$ cat config.mk
export PLATFORM = sky130hd
export DESIGN_NAME = button_frame_serial_transmitter
export DESIGN_NICKNAME = d
export VERILOG_FILES = /design/src/rtl/core/bfst_pkg.sv /design/src/rtl/core/button_frame_serial_transmitter.sv /design/src/rtl/core/bfst_core.sv
export SDC_FILE = /design/constraint.sdc
export NUM_CORES = 1
export LEC_CHECK = 0
export BUFFER_PORTS_ARGS = -buffer_cell sky130_fd_sc_hd__buf_2
export CORE_UTILIZATION = 40
export DETAILED_ROUTE_END_ITERATION = 8
export GPL_TIMING_DRIVEN = 1
export HOLD_SLACK_MARGIN = 0.06
export SYNTH_ARGS = -nofsm -noshare
export SYNTH_HDL_FRONTEND = slang
export SYNTH_SLANG_ARGS = --single-unit
$ cat constraint.sdc
create_clock -name clk -period 8.2 [get_ports clk]
set_input_delay 0.41 -clock clk [delete_from_list [all_inputs] [get_ports clk]]
set_output_delay 0.41 -clock clk [all_outputs]
set_load 0.01 [all_outputs]
$ cat src/rtl/core/bfst_pkg.sv
`timescale 1ns / 1ps

package bfst_pkg;

  // Register indexes on the configuration port
  localparam logic [1:0] REG_HEADER_BYTE     = 2'd0;
  localparam logic [1:0] REG_BIT_TIME_US     = 2'd1;
  localparam logic [1:0] REG_FRAME_GAP_US    = 2'd2;
  localparam logic [1:0] REG_STARTUP_WAIT_US = 2'd3;

  localparam int CFG_IDX_W  = 2;
  localparam int CFG_DATA_W = 20;

  // Reset values of the registers
  localparam logic [7:0]  HEADER_BYTE_RST     = 8'h5A;
  localparam logic [7:0]  BIT_TIME_US_RST     = 8'd10;
  localparam logic [15:0] FRAME_GAP_US_RST    = 16'd2000;
  localparam logic [19:0] STARTUP_WAIT_US_RST = 20'd50000;

  localparam logic [19:0] WAIT_COUNT_MAX = 20'hFFFFF;

  // Stream payload widths (byte padded)
  localparam int IN_TDATA_W  = 16;
  localparam int OUT_TDATA_W = 8;

  typedef enum logic [1:0] {
    MODE_STARTUP  = 2'd0,
    MODE_OVERRIDE = 2'd1,
    MODE_LINK     = 2'd2
  } mode_t;

  typedef struct packed {
    logic [19:0] startup_wait_us;
    logic [15:0] frame_gap_us;
    logic [7:0]  bit_time_us;
    logic [7:0]  header_byte;
  } cfg_t;

  typedef struct packed {
    logic frame_busy;
    logic override_on;
    logic line_drive;
    logic line_level;
  } line_out_t;

endpackage

$ cat src/rtl/core/button_frame_serial_transmitter.sv
`timescale 1ns / 1ps

// Channel | Direction | Payload (low bit first)
// in_     | slave     | tdata: buttons[7:0], host_connected[8], lines_high[9], zero[15:10]
// out_    | master    | tdata: line_level[0], line_drive[1], override_on[2], frame_busy[3],
//         |           |        zero[7:4]
// cfg_    | write     | cfg_index selects register, cfg_wdata low bits hold the value
//
// One tick per cycle: a tick transfer runs one pass of the mode and shifter
// logic and its result is loaded into the output register at the same edge.
// in_tready is high while the output register is empty or being drained, so
// ticks stream back to back; a stalled result holds the input off.
// Synchronous reset restores register defaults, startup mode, empty output.

module button_frame_serial_transmitter #(
  parameter int FRAME_BITS = 32
) (
  input  logic                               clk,
  input  logic                               rst_n,
  // buttons[7:0], host_connected[8], lines_high[9]
  input  logic [bfst_pkg::IN_TDATA_W-1:0]    in_tdata,
  input  logic                               in_tvalid,
  output logic                               in_tready,
  // line_level[0], line_drive[1], override_on[2], frame_busy[3]
  output logic [bfst_pkg::OUT_TDATA_W-1:0]   out_tdata,
  output logic                               out_tvalid,
  input  logic                               out_tready,
  input  logic                               cfg_wen,
  input  logic [bfst_pkg::CFG_IDX_W-1:0]     cfg_index,
  input  logic [bfst_pkg::CFG_DATA_W-1:0]    cfg_wdata
);

  bfst_pkg::cfg_t       cfg_r;
  bfst_pkg::line_out_t  res;
  logic [bfst_pkg::OUT_TDATA_W-1:0] out_tdata_r;
  logic                 out_tvalid_r;
  logic                 in_xfer;

  assign in_tready  = !out_tvalid_r || out_tready;
  assign in_xfer    = in_tvalid && in_tready;
  assign out_tdata  = out_tdata_r;
  assign out_tvalid = out_tvalid_r;

  // Configuration registers
  always_ff @(posedge clk) begin
    if (!rst_n) begin
      cfg_r.header_byte     <= bfst_pkg::HEADER_BYTE_RST;
      cfg_r.bit_time_us     <= bfst_pkg::BIT_TIME_US_RST;
      cfg_r.frame_gap_us    <= bfst_pkg::FRAME_GAP_US_RST;
      cfg_r.startup_wait_us <= bfst_pkg::STARTUP_WAIT_US_RST;
    end else if (cfg_wen) begin
      unique case (cfg_index)
        bfst_pkg::REG_HEADER_BYTE:     cfg_r.header_byte     <= cfg_wdata[7:0];
        bfst_pkg::REG_BIT_TIME_US:     cfg_r.bit_time_us     <= cfg_wdata[7:0];
        bfst_pkg::REG_FRAME_GAP_US:    cfg_r.frame_gap_us    <= cfg_wdata[15:0];
        bfst_pkg::REG_STARTUP_WAIT_US: cfg_r.startup_wait_us <= cfg_wdata[19:0];
        default: ;
      endcase
    end
  end

  bfst_core #(
    .FRAME_BITS (FRAME_BITS)
  ) u_core (
    .clk            (clk),
    .rst_n          (rst_n),
    .adv            (in_xfer),
    .buttons        (in_tdata[7:0]),
    .host_connected (in_tdata[8]),
    .lines_high     (in_tdata[9]),
    .cfg            (cfg_r),
    .res            (res)
  );

  // Output register
  always_ff @(posedge clk) begin
    if (!rst_n) begin
      out_tvalid_r <= 1'b0;
    end else if (in_xfer) begin
      out_tvalid_r <= 1'b1;
    end else if (out_tready) begin
      out_tvalid_r <= 1'b0;
    end
  end

  always_ff @(posedge clk) begin
    if (in_xfer) begin
      out_tdata_r <= {4'd0, res.frame_busy, res.override_on, res.line_drive,
                      res.line_level};
    end
  end

endmodule

$ cat src/rtl/core/bfst_core.sv
`timescale 1ns / 1ps

module bfst_core #(
  parameter int FRAME_BITS = 32
) (
  input  logic               clk,
  input  logic               rst_n,
  input  logic               adv,
  input  logic [7:0]         buttons,
  input  logic               host_connected,
  input  logic               lines_high,
  input  bfst_pkg::cfg_t     cfg,
  output bfst_pkg::line_out_t res
);

  localparam int BL_W = $clog2(FRAME_BITS + 1);

  bfst_pkg::mode_t        mode_r, mode_nxt, mode_a;
  logic [19:0]            wait_count_r, wait_count_nxt;
  logic [FRAME_BITS-1:0]  shift_word_r, shift_word_nxt;
  logic [BL_W-1:0]        bits_left_r, bits_left_nxt;
  logic [7:0]             bit_timer_r, bit_timer_nxt;
  logic [15:0]            gap_timer_r, gap_timer_nxt;

  logic [FRAME_BITS-1:0]  frame_word;
  logic [FRAME_BITS-1:0]  sw;
  logic [BL_W-1:0]        bl, bl_dec;
  logic [7:0]             bt, bt_dec, period;
  logic                   start;

  assign period = (cfg.bit_time_us == 8'd0) ? 8'd1 : cfg.bit_time_us;
  assign frame_word = (FRAME_BITS'(cfg.header_byte) << (FRAME_BITS - 8)) |
                      FRAME_BITS'(buttons);

  // One tick: startup check, link check, then frame shifter
  always_comb begin
    mode_a         = mode_r;
    mode_nxt       = mode_r;
    wait_count_nxt = wait_count_r;
    shift_word_nxt = shift_word_r;
    bits_left_nxt  = bits_left_r;
    bit_timer_nxt  = bit_timer_r;
    gap_timer_nxt  = gap_timer_r;
    start          = 1'b0;
    sw             = shift_word_r;
    bl             = bits_left_r;
    bt             = bit_timer_r;
    bt_dec         = 8'd0;
    bl_dec         = '0;
    res            = '{frame_busy: 1'b0, override_on: 1'b0, line_drive: 1'b0,
                       line_level: 1'b1};

    if (mode_r == bfst_pkg::MODE_STARTUP) begin
      if ((wait_count_r > cfg.startup_wait_us) && !host_connected) begin
        mode_a         = bfst_pkg::MODE_OVERRIDE;
        wait_count_nxt = 20'd0;
      end else if (wait_count_r != bfst_pkg::WAIT_COUNT_MAX) begin
        wait_count_nxt = wait_count_r + 20'd1;
      end
    end

    if (mode_a == bfst_pkg::MODE_OVERRIDE && lines_high) begin
      mode_nxt = bfst_pkg::MODE_LINK;
    end else begin
      mode_nxt = mode_a;
    end

    if (mode_nxt == bfst_pkg::MODE_LINK) begin
      start = (bits_left_r == '0) && (gap_timer_r == 16'd0);
      if (start) begin
        sw = frame_word;
        bl = BL_W'(FRAME_BITS);
        bt = period;
      end
      shift_word_nxt = sw;
      bits_left_nxt  = bl;
      bit_timer_nxt  = bt;
      if (bl != '0) begin
        res.line_level = sw[FRAME_BITS-1];
        res.frame_busy = 1'b1;
        bt_dec = (bt != 8'd0) ? bt - 8'd1 : 8'd0;
        bl_dec = bl - BL_W'(1);
        bit_timer_nxt = bt_dec;
        if (bt_dec == 8'd0) begin
          shift_word_nxt = sw << 1;
          bits_left_nxt  = bl_dec;
          bit_timer_nxt  = period;
          if (bl_dec == '0) begin
            gap_timer_nxt = cfg.frame_gap_us;
          end
        end
      end else begin
        gap_timer_nxt = gap_timer_r - 16'd1;
      end
    end

    res.line_drive  = (mode_nxt == bfst_pkg::MODE_LINK);
    res.override_on = (mode_nxt != bfst_pkg::MODE_STARTUP);
  end

  // State registers advance once per accepted tick
  always_ff @(posedge clk) begin
    if (!rst_n) begin
      mode_r       <= bfst_pkg::MODE_STARTUP;
      wait_count_r <= 20'd0;
      shift_word_r <= '1;
      bits_left_r  <= '0;
      bit_timer_r  <= 8'd0;
      gap_timer_r  <= 16'd0;
    end else if (adv) begin
      mode_r       <= mode_nxt;
      wait_count_r <= wait_count_nxt;
      shift_word_r <= shift_word_nxt;
      bits_left_r  <= bits_left_nxt;
      bit_timer_r  <= bit_timer_nxt;
      gap_timer_r  <= gap_timer_nxt;
    end
  end

  // Once the line is taken over, startup never comes back
  a_no_return: assert property (@(posedge clk) disable iff (!rst_n)
    (mode_r != bfst_pkg::MODE_STARTUP) |=> (mode_r != bfst_pkg::MODE_STARTUP))
    else $error("mode fell back to startup");

  // Link mode is sticky
  a_link_sticky: assert property (@(posedge clk) disable iff (!rst_n)
    (mode_r == bfst_pkg::MODE_LINK) |=> (mode_r == bfst_pkg::MODE_LINK))
    else $error("link mode left");

  // Gap timer only runs between frames
  a_gap_idle: assert property (@(posedge clk) disable iff (!rst_n)
    (bits_left_r != '0) |-> (gap_timer_r == 16'd0))
    else $error("gap timer running during a frame");

  // Startup counter is cleared once override is engaged
  a_wait_clear: assert property (@(posedge clk) disable iff (!rst_n)
    (mode_r != bfst_pkg::MODE_STARTUP) |-> (wait_count_r == 20'd0))
    else $error("wait counter not cleared after takeover");

  // A frame is only shifted while the drivers are on
  a_busy_drive: assert property (@(posedge clk) disable iff (!rst_n)
    res.frame_busy |-> res.line_drive)
    else $error("frame bit outside link mode");

endmodule

==> results.yml <==
outcome:
  status: "finished, final reports clean"
power_and_ir_drop:
  power.leakage_nw: 3.28
  p_total_mw: 1.62
  p_per_area_nw_per_um2: 193
  ir_drop_uv: 149
finish:
  drive_above_1_share_pct: 11.3
  layout-area-overhead-vs-synth_pct: 12.6
  final_nets: 1002
  diodes: 0
  post-route-util_pct: 46.3
  post_layout_nonfiller_instances: 1175
route:
  firstDrtPassIters: 6
  first_iter_violations: 475
  totalWireLength_um: 19100
  ant_nets: 0
  num_vias: 6685
  via_per_inst: 5.69
  wl_per_cell_um: 16.2
  drc_errors: 0
grt:
  grt_pass1_vias: 6032
  grt-ovfl-total: 0
  grt_pass1_wl_um: 31700
  grt_max_degree: 58
  grt_util_all_layers_pct: 20.6
  antenna_found_initial: 0
placement:
  portBuffers: 42
  globalplace.congestion: 0.840
  dp_hpwl_um: 12600
  place_inst: 1143
critical_path:
  start_kind: "register"
  crit_top_cell: "ha_1"
  end_kind: "register"
  cp_max_fo: 30
  rr_worst_depth: 16
  required_ns: 8.57
  regToRegEndpoint: "u_core.shift_word_r[21]$_SDFFE_PN1P_"
  cp_slowest_cell: "nor3b_1"
  critPathArrivalTime_ns: 5.71
  crit_chain: "inv_1 > ha_1 > nor3b_1 > and3_1 > and2_1 > buf_4 > mux2i_1 > ha_1 > nor4b_1 > nor2b_1 > a221oi_1 > a2111oi_4 > o22a_1 > nand2_2 > nor3_4 > a221o_1"
  crit_buf_inv: 2
  worstSetupPathType: "reg -> reg"
  rrSetupSlack_ns: 2.85
  r2r_start: "u_core.gap_timer_r[0]$_SDFFE_PN0P_"
  crit_path_max_incr_delay_ns: 0.59
  cp_top_family: "simple AND/OR/NAND/NOR gates"
clock_tree:
  cts-hold-fix-buffers: 0
  clockBufferDepth: 2
  path_clk_slew_ns: 0.06
  cts_buffers: 17
  htreeDepth: 4
  cts_sinks: 141
  cts_tree: "built"
  cts_setup_buffers: 0
  cts_resized: 0
  clock_latency_ns: 0.43
  clock_tree.root_cell: "clkbuf_16"
sta:
  finalSetupViolations: 0
  rsz0062_at_grt: "no"
  tightestPinTransition_ns: 1.17
  slew_headroom_pct: 21.7
  min_period_ns: 5.35
  max_clock_freq_mhz: 187
  final_max_slew_viol_count: 0
  hold_viol: 0
  finalHoldWorstSlack_ns: 0.213
  fin_tns_setup_ns: 0
  fin_skew_ns: 0.0104
  period_share_pct: 65.2
flow_run:
  cap_violations: 0
logic_synthesis:
  synth_top_area_share_pct: 36.8
  post-synth-top-count-cell: "nand2_1"
  yosysWarnings: 0
  synth_area_per_cell_um2: 8.06
  ys_seq_area_share_pct: 38.5
  synth_top_area_cell: "dfxtp_1"
  synthTopCellsByArea: "dfxtp_1, nand2_1, a21oi_1"
  async_reset_ff_share_pct: 0
  synth_cell_types: 66
  ys_top_cells_by_count: "nand2_1, dfxtp_1, a21oi_1"
  synth_edf_count: 4
  synth-main-ff-cell: "dfxtp_1"
  syn_inst: 924
  syn_area_um2: 7440
  synth_seq_cells: 141
floorplan:
  die_x_um: 138
  dieHeight_um: 138
  die-area_um2: 19200
  core_area_um2: 18100
  rows: 49
  start_util_pct: 41.2
  io_pins: 53
min_path:
  min_from: "cfg_wdata[10]"
  whs_endpoint: "cfg_r[26]$_SDFFE_PN1P_"
  hold_path_class: "in -> reg"
  hold_depth: 3
==> sequential cells by signal, summed over array words and instances, names as in the netlist <==
register             count
u_core.mode_r            2
u_core.shift_word_r     32
out_tdata                4
u_core.bit_timer_r       8
u_core.bits_left_r       6
cfg_r                   52
out_tvalid               1
u_core.wait_count_r     20
u_core.gap_timer_r      16
==> layout by cell type (no fill, tap or decap), types with 25 or more instances in the layout <==
| cell type | Yosys | final |
|---|---|---|
| a21oi_1 | 84 | 84 |
| buf_2 | 8 | 42 |
| dfxtp_1 | 137 | 137 |
| ha_1 | 26 | 26 |
| inv_1 | 34 | 33 |
| nand2_1 | 155 | 155 |
| nand3_1 | 29 | 29 |
| nor2_1 | 63 | 63 |
| nor3_1 | 29 | 29 |
| o21ai_0 | 41 | 41 |
| or3_1 | 25 | 25 |
==> worst min-delay path, cell delays in order <==
cell and delay [ns]:
buf_2 0.09, nand2_1 0.04, nand3_1 0.06
==> metal layers <==
metal  global-route usage, %  vias to the layer above  part of all wire, %
met2                    29.4                      139                   43
li1                        -                     3369                    -
met4                    6.92                        0                  1.6
met5                       0                        -                    0
met1                    30.9                     3159                   51
met3                    3.50                       18                  4.2
==> kinds of logic after synthesis <==
family	synth area share (%)
and+or+nand+nor	24.0
AOI/OAI and AO/OA	22.9
DFF	38.5
buffers and inverters	5.53
muxes	3.71
adders and majority gates	4.37
xor gates and xnor gates	0.941
other	0.0504
==> where the power goes <==
part,internal (mW),switching (mW)
combinational,0.0349,0.0583
clock,0.508,0.310
sequential,0.700,0.00979
total,1.24,0.378
==> how the worst max path moves through the flow <==
stage | slack (ns) | depth (start not counted) | startpoint | end
2_1_floorplan | 3.92 | 18 | u_core.gap_timer_r[0]$_SDFFE_PN0P_ | u_core.shift_word_r[15]$_SDFFE_PN1P_
3_3_place_gp | 2.93 | 16 | u_core.gap_timer_r[0]$_SDFFE_PN0P_ | u_core.shift_word_r[21]$_SDFFE_PN1P_
3_5_place_dp | 2.92 | 16 | u_core.gap_timer_r[0]$_SDFFE_PN0P_ | u_core.shift_word_r[16]$_SDFFE_PN1P_
4_1_cts | 2.87 | 16 | u_core.gap_timer_r[0]$_SDFFE_PN0P_ | u_core.shift_word_r[21]$_SDFFE_PN1P_
5_1_grt | 2.22 | 16 | u_core.gap_timer_r[0]$_SDFFE_PN0P_ | u_core.shift_word_r[9]$_SDFFE_PN1P_
6_report | 2.85 | 16 | u_core.gap_timer_r[0]$_SDFFE_PN0P_ | u_core.shift_word_r[21]$_SDFFE_PN1P_
==> area by class of cell <==
cell class	count	area, µm²
fill	1777	9710
multi-input combinational	687	4190
tap	229	287
clock inverter	11	154
sequential	141	2860
timing repair buffer	52	285
inverter	34	128
clock buffer	21	472
==> through the flow <==
| step | area (µm²) | setup WS [ns] |
|---|---|---|
| floorplan | 7450 | 3.92 |
| global placement | 7750 | 2.93 |
| detailed placement | 7750 | 2.92 |
| CTS | 8380 | 2.87 |
| global route | 8380 | 2.22 |
| finish | 8380 | 2.85 |
Note: power is estimated with default switching activity, not from simulation.
